[src/life_generation_torus_defines.svh]
// ----------------------------------------------------------------------------
// life_generation_torus_defines
// assertion macros shared by the life generation block
// ----------------------------------------------------------------------------
`ifndef LIFE_GENERATION_TORUS_DEFINES_SVH
`define LIFE_GENERATION_TORUS_DEFINES_SVH

// same-cycle implication, checked out of reset
`define LGT_ASSERT_NOW(label, ante, cons) \
    label: assert property (@(posedge clk) disable iff (!rst_n) (ante) |-> (cons)) \
        else $error("life generation assertion failed");

// next-cycle implication, checked out of reset
`define LGT_ASSERT_NEXT(label, ante, cons) \
    label: assert property (@(posedge clk) disable iff (!rst_n) (ante) |=> (cons)) \
        else $error("life generation assertion failed");

`endif

[src/lgt_pkg.sv]
// ----------------------------------------------------------------------------
// lgt_pkg
// widths and rule constants for the life generation block
// ----------------------------------------------------------------------------
package lgt_pkg;

    localparam int DATA_W    = 64;
    localparam int ROW_W     = 6;
    localparam int SUM_W     = 4;

    // b3/s23 written as a 3x3 block sum including the center cell
    localparam logic [SUM_W-1:0] BIRTH_SUM = 4'd3;
    localparam logic [SUM_W-1:0] KEEP_SUM  = 4'd4;

endpackage

[src/lgt_cell.sv]
// ----------------------------------------------------------------------------
// lgt_cell
// one row register of the grid shift chain
// ----------------------------------------------------------------------------
module lgt_cell #(
    parameter int SIDE = 64
) (
    input  logic            clk,
    input  logic            shift_en,
    input  logic [SIDE-1:0] d,
    output logic [SIDE-1:0] q
);

    logic [SIDE-1:0] row_reg;
    logic [SIDE-1:0] row_next;

    always_comb
    begin
        row_next = row_reg;
        if (shift_en)
        begin
            row_next = d;
        end
    end

    always_ff @(posedge clk)
    begin
        row_reg <= row_next;
    end

    assign q = row_reg;

endmodule

[src/lgt_rule.sv]
// ----------------------------------------------------------------------------
// lgt_rule
// next generation of one row from the rows above, at and below it
// ----------------------------------------------------------------------------
module lgt_rule #(
    parameter int SIDE = 64
) (
    input  logic [SIDE-1:0] up,
    input  logic [SIDE-1:0] mid,
    input  logic [SIDE-1:0] dn,
    output logic [SIDE-1:0] nxt
);

    for (genvar c = 0; c < SIDE; c++)
    begin : g_col
        // columns wrap around the torus
        localparam int LF = (c + SIDE - 1) % SIDE;
        localparam int RT = (c + 1) % SIDE;

        logic [lgt_pkg::SUM_W-1:0] sum;

        always_comb
        begin
            sum = lgt_pkg::SUM_W'(up[LF])  + lgt_pkg::SUM_W'(up[c])  + lgt_pkg::SUM_W'(up[RT])
                + lgt_pkg::SUM_W'(mid[LF]) + lgt_pkg::SUM_W'(mid[c]) + lgt_pkg::SUM_W'(mid[RT])
                + lgt_pkg::SUM_W'(dn[LF])  + lgt_pkg::SUM_W'(dn[c])  + lgt_pkg::SUM_W'(dn[RT]);
            nxt[c] = (sum == lgt_pkg::BIRTH_SUM)
                  || ((sum == lgt_pkg::KEEP_SUM) && mid[c]);
        end
    end

endmodule

[src/life_generation_torus.sv]
// ----------------------------------------------------------------------------
// life_generation_torus
// one b3/s23 life generation on a square torus, grid in and out row by row
// ----------------------------------------------------------------------------
//  channel | handshake           | payload
//  --------+---------------------+-----------------------------------------
//  in      | in_valid, in_stall  | row_cells
//  out     | out_valid, out_stall| next_row_cells, row_number, final_row
//
//  a frame loads GRID_SIDE rows, one row transfer per cycle while in_valid is high
//  it then emits GRID_SIDE rows, one per cycle while out_stall is low
//  the row chain rotates once per emitted row; rows above, at and below
//  the current row sit at fixed cells of the chain
//  in_stall is high during emission; out_stall holds the output register
//  reset returns to loading with an empty frame; no clearing pass
// ----------------------------------------------------------------------------
`include "life_generation_torus_defines.svh"

module life_generation_torus #(
    parameter int GRID_SIDE = 64
) (
    input  logic                        clk,
    input  logic                        rst_n,
    input  logic                        in_valid,
    output logic                        in_stall,
    input  logic [lgt_pkg::DATA_W-1:0]  row_cells,
    output logic                        out_valid,
    input  logic                        out_stall,
    output logic [lgt_pkg::DATA_W-1:0]  next_row_cells,
    output logic [lgt_pkg::ROW_W-1:0]   row_number,
    output logic                        final_row
);

    localparam int CNT_W = $clog2(GRID_SIDE);
    localparam logic [CNT_W-1:0] LAST_ROW = CNT_W'(GRID_SIDE - 1);

    typedef enum logic [1:0] {
        ST_LOAD = 2'b01,
        ST_EMIT = 2'b10
    } state_t;

    state_t                     state_reg;
    state_t                     state_next;
    logic [CNT_W-1:0]           cnt_reg;
    logic [CNT_W-1:0]           cnt_next;
    logic                       out_valid_reg;
    logic                       out_valid_next;
    logic [lgt_pkg::DATA_W-1:0] out_row_reg;
    logic [lgt_pkg::DATA_W-1:0] out_row_next;
    logic [lgt_pkg::ROW_W-1:0]  out_num_reg;
    logic [lgt_pkg::ROW_W-1:0]  out_num_next;
    logic                       out_last_reg;
    logic                       out_last_next;

    logic                       in_xfer;
    logic                       emit_step;
    logic                       shift_en;
    logic [GRID_SIDE-1:0]       tail_d;
    logic [GRID_SIDE-1:0]       grid_q [GRID_SIDE];
    logic [GRID_SIDE-1:0]       rule_row;

    assign in_stall  = (state_reg != ST_LOAD);
    assign in_xfer   = in_valid && !in_stall;
    assign emit_step = (state_reg == ST_EMIT) && (!out_valid_reg || !out_stall);
    assign shift_en  = in_xfer || emit_step;

    // loading pushes new rows in at the tail, emitting rotates the chain
    assign tail_d = (state_reg == ST_LOAD) ? row_cells[GRID_SIDE-1:0] : grid_q[0];

    for (genvar i = 0; i < GRID_SIDE; i++)
    begin : g_cell
        logic [GRID_SIDE-1:0] cell_d;

        if (i == GRID_SIDE - 1)
        begin : g_tail
            assign cell_d = tail_d;
        end
        else
        begin : g_body
            assign cell_d = grid_q[i+1];
        end

        lgt_cell #(
            .SIDE     (GRID_SIDE)
        ) u_cell (
            .clk      (clk),
            .shift_en (shift_en),
            .d        (cell_d),
            .q        (grid_q[i])
        );
    end

    // cell 0 holds the row being emitted, its neighbors wrap through the chain
    lgt_rule #(
        .SIDE (GRID_SIDE)
    ) u_rule (
        .up   (grid_q[GRID_SIDE-1]),
        .mid  (grid_q[0]),
        .dn   (grid_q[1]),
        .nxt  (rule_row)
    );

    always_comb
    begin
        state_next     = state_reg;
        cnt_next       = cnt_reg;
        out_valid_next = out_valid_reg;
        out_row_next   = out_row_reg;
        out_num_next   = out_num_reg;
        out_last_next  = out_last_reg;

        if (out_valid_reg && !out_stall)
        begin
            out_valid_next = 1'b0;
        end

        unique case (state_reg)
            ST_LOAD:
            begin
                if (in_xfer)
                begin
                    if (cnt_reg == LAST_ROW)
                    begin
                        cnt_next   = '0;
                        state_next = ST_EMIT;
                    end
                    else
                    begin
                        cnt_next = cnt_reg + 1'b1;
                    end
                end
            end
            ST_EMIT:
            begin
                if (emit_step)
                begin
                    out_valid_next = 1'b1;
                    out_row_next   = lgt_pkg::DATA_W'(rule_row);
                    out_num_next   = lgt_pkg::ROW_W'(cnt_reg);
                    out_last_next  = (cnt_reg == LAST_ROW);
                    if (cnt_reg == LAST_ROW)
                    begin
                        cnt_next   = '0;
                        state_next = ST_LOAD;
                    end
                    else
                    begin
                        cnt_next = cnt_reg + 1'b1;
                    end
                end
            end
            default:
            begin
                state_next = ST_LOAD;
                cnt_next   = '0;
            end
        endcase
    end

    always_ff @(posedge clk or negedge rst_n)
    begin
        if (!rst_n)
        begin
            state_reg     <= ST_LOAD;
            cnt_reg       <= '0;
            out_valid_reg <= 1'b0;
        end
        else
        begin
            state_reg     <= state_next;
            cnt_reg       <= cnt_next;
            out_valid_reg <= out_valid_next;
        end
    end

    always_ff @(posedge clk)
    begin
        out_row_reg  <= out_row_next;
        out_num_reg  <= out_num_next;
        out_last_reg <= out_last_next;
    end

    assign out_valid      = out_valid_reg;
    assign next_row_cells = out_row_reg;
    assign row_number     = out_num_reg;
    assign final_row      = out_last_reg;

    `LGT_ASSERT_NOW(a_final_is_last_row, out_valid && final_row,
        row_number == lgt_pkg::ROW_W'(GRID_SIDE - 1))
    `LGT_ASSERT_NEXT(a_frame_starts_emit, in_xfer && (cnt_reg == LAST_ROW),
        state_reg == ST_EMIT)
    `LGT_ASSERT_NEXT(a_rows_in_sequence, out_valid && !out_stall && !final_row,
        out_valid && (row_number == lgt_pkg::ROW_W'($past(row_number) + 1'b1)))
    // a long stall on the last row may overlap the next frame's load
    `LGT_ASSERT_NEXT(a_burst_ends, out_valid && !out_stall && final_row,
        !out_valid || (row_number == '0))

endmodule
[config.mk]
export PLATFORM = sky130hd
export DESIGN_NAME = life_generation_torus
export DESIGN_NICKNAME = d
export VERILOG_FILES = /design/src/lgt_pkg.sv /design/src/lgt_cell.sv /design/src/lgt_rule.sv /design/src/life_generation_torus.sv
export VERILOG_INCLUDE_DIRS = /design/src /design/src/src
export SDC_FILE = /design/constraint.sdc
export NUM_CORES = 2
export LEC_CHECK = 0
export BUFFER_PORTS_ARGS = -buffer_cell sky130_fd_sc_hd__buf_4
export CAP_MARGIN = 30
export CORE_MARGIN = 5
export CORE_UTILIZATION = 43
export DETAILED_ROUTE_END_ITERATION = 7
export SYNTH_ARGS = -nofsm -noshare
export SYNTH_HDL_FRONTEND = slang
export SYNTH_SLANG_ARGS = --single-unit
[constraint.sdc]
create_clock -name clk -period 160.6 [get_ports clk]
set_input_delay 8.03 -clock clk [delete_from_list [all_inputs] [get_ports clk]]
set_output_delay 8.03 -clock clk [all_outputs]
set_load 0.03 [all_outputs]
==> key figures <==
Layout
  – Syn-to-layout area delta: 14.1%
  – Commonest non-fill, non-tap cell in the layout: edfxtp_1
  – Layout cells sized above 1: 11.4%
  – FILL cells: 26200
  – Fin cells: 11500
  – Layout Nets: 7563
  – Most frequent cells in the layout: edfxtp_1 (4167), inv_1 (741), clkbuf_16 (410)
  – Max FFs per register: 4096

Timing
  – Total negative slack: 0 ns
  – Clk_skew: 0.0439 ns
  – Max_slew headroom: 24.2%
  – Fin crit share: 8.70%
  – Max Freq: 71.6 MHz
  – Final min period: 13.97 ns
  – Final Hold Vio Count: 0
  – Slew Limit Fails: 0
  – Final setup viols: 0
  – Slew @ Worst Pin: 1.14 ns
  – RSZ-0062 raised after global routing: false

Worst setup path
  – Crit Path Max Fanout: 154
  – Worst path max stage delay: 0.86 ns
  – WP data required: 161.16 ns
  – Crit path max-delay family: buffers and inverters
  – Critical Path Slowest Stage Cell: buf_4
  – Crit. End Element: register
  – Worst setup SP type: primary input
  – Critical path class: primary input to register
  – CP Data Arrival Time: 14.52 ns
  – Sequence of cells on the critical path: buf_4 -> nand2_1 -> and2_4 -> a21o_4 -> buf_4 -> buf_4 -> buf_16 -> buf_12 -> buf_4 -> buf_4 -> buf_4 -> buf_4 -> buf_16
  – Bufs and invs on worst path: 10
  – Cell mode on critical path: buf_4

Clock network
  – CTS Hold Buffers Added: 0
  – Clk_lat worst skew: 0.92 ns
  – Num CTS Buffers: 408
  – H-tree levels: 5
  – Resize count post-CTS: 0
  – Clk sinks: 4176
  – Reg clk slew, reported paths: 0.06 ns
  – Postcts setup bufs: 0
  – Root buf cell: clkbuf_16
  – Clock tree buffer depth: 4
  – CTS tree: yes

Place
  – Placer Congestion: 0.745
  – Post-DP HPWL: 106000 um
  – Inst Count DP: 10700
  – IO buf count: 140

Route
  – Routed Antenna Nets: 0
  – Iter 0 DRT Violations: 4504
  – Post-Route WL: 197000 um
  – Routed vias: 53200
  – Avg Vias per Cell: 4.63
  – WL per Instance: 17.2 um
  – DRC: 0
  – Total iterations of the first detailed-routing run: 5

Power and ir drop
  – Peak VDD IR: 0.0000104 V
  – Leak Pwr: 56.1 nW
  – PD cells: 17.6 mW/mm^2

Logic synthesis
  – Post-synth net total: 6975
  – Yosys reg bits: 4176
  – Synth async-reset ratio: 0.216%
  – Mapped Cells: 6199
  – Synthesized area per cell: 23.1 sq um
  – Netlist cell types: 39
  – Mapped cell area: 0.143 sq mm
  – Synth Flop Type: edfxtp_1
  – Yosys synthesis warning count: 0
  – EDFF count, synth: 4167
  – Sequential area share after synthesis: 87.5%

Run status
  – Status: complete, no violations

Die
  – Die height: 587 um
  – Die W: 587 um
  – Core area: 0.331 sq mm
  – Die area: 0.345 sq mm
  – I/O pins: 141
  – FP Rows: 211
  – Initial Util: 43.3%

Min path
  – Hold Path Class: register to register

Global route
  – Initial antenna violation count: 16
  – First-pass GRT wire length: 307000 um
  – Gr usage total: 11.1%
  – Vias in the first global route: 54000
  – GR Overflow Total: 0
  – Maximum number of pins on one net before global-route repair: 221

Run
  – Max Cap Viol: 0
-- metal layers --
metal	vias to the layer above	part of all wire, %	track usage (%)	wire length [um]
met2	888	44	16.2	86700
li1	24500	-	-	-
met4	0	2.9	3.59	5680
met1	27400	49	16.8	96700
met5	-	0	0	0
met3	388	4.2	2.29	8250
-- worst reg2reg max path, stage by stage (launching register included) --
cell	delay, ns
dfstp_2	0.57
ha_4	0.18
buf_4	0.70
a21o_4	0.63
buf_4	0.45
buf_4	0.22
buf_16	0.32
buf_12	0.64
buf_4	0.98
buf_4	0.86
buf_4	0.85
buf_4	0.37
buf_16	0.32
-- per-stage QoR --
| step | area, sq um | hold slack, ns | power (mW) | util, % | worst slack (ns) |
|---|---|---|---|---|---|
| after floorplan | 143000 | 0.400 | 2.75 | - | 65.18 |
| after global placement | 150000 | 0.400 | 1.95 | 45.3 | 144.68 |
| after detailed placement | 150000 | 0.405 | 1.98 | 45.4 | 144.87 |
| after CTS | 163000 | 0.388 | 2.92 | 49.3 | 145.98 |
| after global routing | 163000 | 0.393 | 3.03 | 49.3 | 146.27 |
| final | 163000 | 0.389 | 2.87 | 49.3 | 146.63 |
-- cells in the mapped netlist (2+ instances only) --
master	n	share of area, %
a21oi_1	66	0.23
and3_1	2	0.0087
and3b_1	31	0.19
and4b_1	33	0.23
clkbuf_1	15	0.039
dfrtp_1	8	0.14
edfxtp_1	4167	87
fa_1	320	4.5
ha_1	388	3.4
inv_1	741	1.9
mux2i_1	31	0.22
nand2_1	69	0.18
nand3_1	6	0.021
nand3b_1	2	0.010
nand4_1	3	0.013
nor2_1	36	0.094
nor2b_1	32	0.14
nor3_1	31	0.11
nor3b_1	33	0.17
o211ai_1	2	0.010
o21ai_0	70	0.24
o221a_2	33	0.26
o31ai_1	2	0.010
xnor2_1	31	0.19
xor2_1	33	0.20
-- where the power goes --
group	internal (mW)	switching, mW	total (mW)
Clock	0.525	0.391	0.916
Sequential	1.56	0.0771	1.63
Combinational	0.110	0.214	0.324
-- logic make-up (layout without fill, tap and decap cells) --
logic type      Yosys count  count (layout)  share of synthesized area (%)
compound gates          178             178                          0.786
simple gates            284             284                           1.20
buf+inv                 758            1679                           1.99
mux                      31              31                          0.217
fa+ha+maj               708             708                           7.86
other cells               0              10                              0
flops                  4176            4176                           87.5
xor+xnor                 64              64                          0.391
-- final timing paths --
path,cells after the start,startpoint,end,slack [ns]
max in group asynchronous,1,rst_n,state_reg[0],153.42
max reg2reg,12,state_reg[0],g_cell[29].u_cell.q[3],153.11
min,0,g_cell[9].u_cell.q[62],g_cell[8].u_cell.q[62],0.39
min reg2reg,0,g_cell[9].u_cell.q[62],g_cell[8].u_cell.q[62],0.39
max,13,out_stall,g_cell[29].u_cell.q[3],146.63
min in group asynchronous,1,rst_n,cnt_reg[5],6.95
-- final cells by class --
cell class / instances / area [sq um] / share of cell area, %
flip-flops and latches: 4176 / 125000 / 76.7
multi-input cells: 1265 / 15000 / 9.19
clock buffers: 483 / 10500 / 6.45
well taps: 4366 / 5460 / 3.34
inverters: 741 / 2780 / 1.70
clock inverters: 260 / 2410 / 1.47
repair buffers: 195 / 1780 / 1.09
diodes: 10 / 25.0 / 0.0153
(Power assumes the default switching activity.)
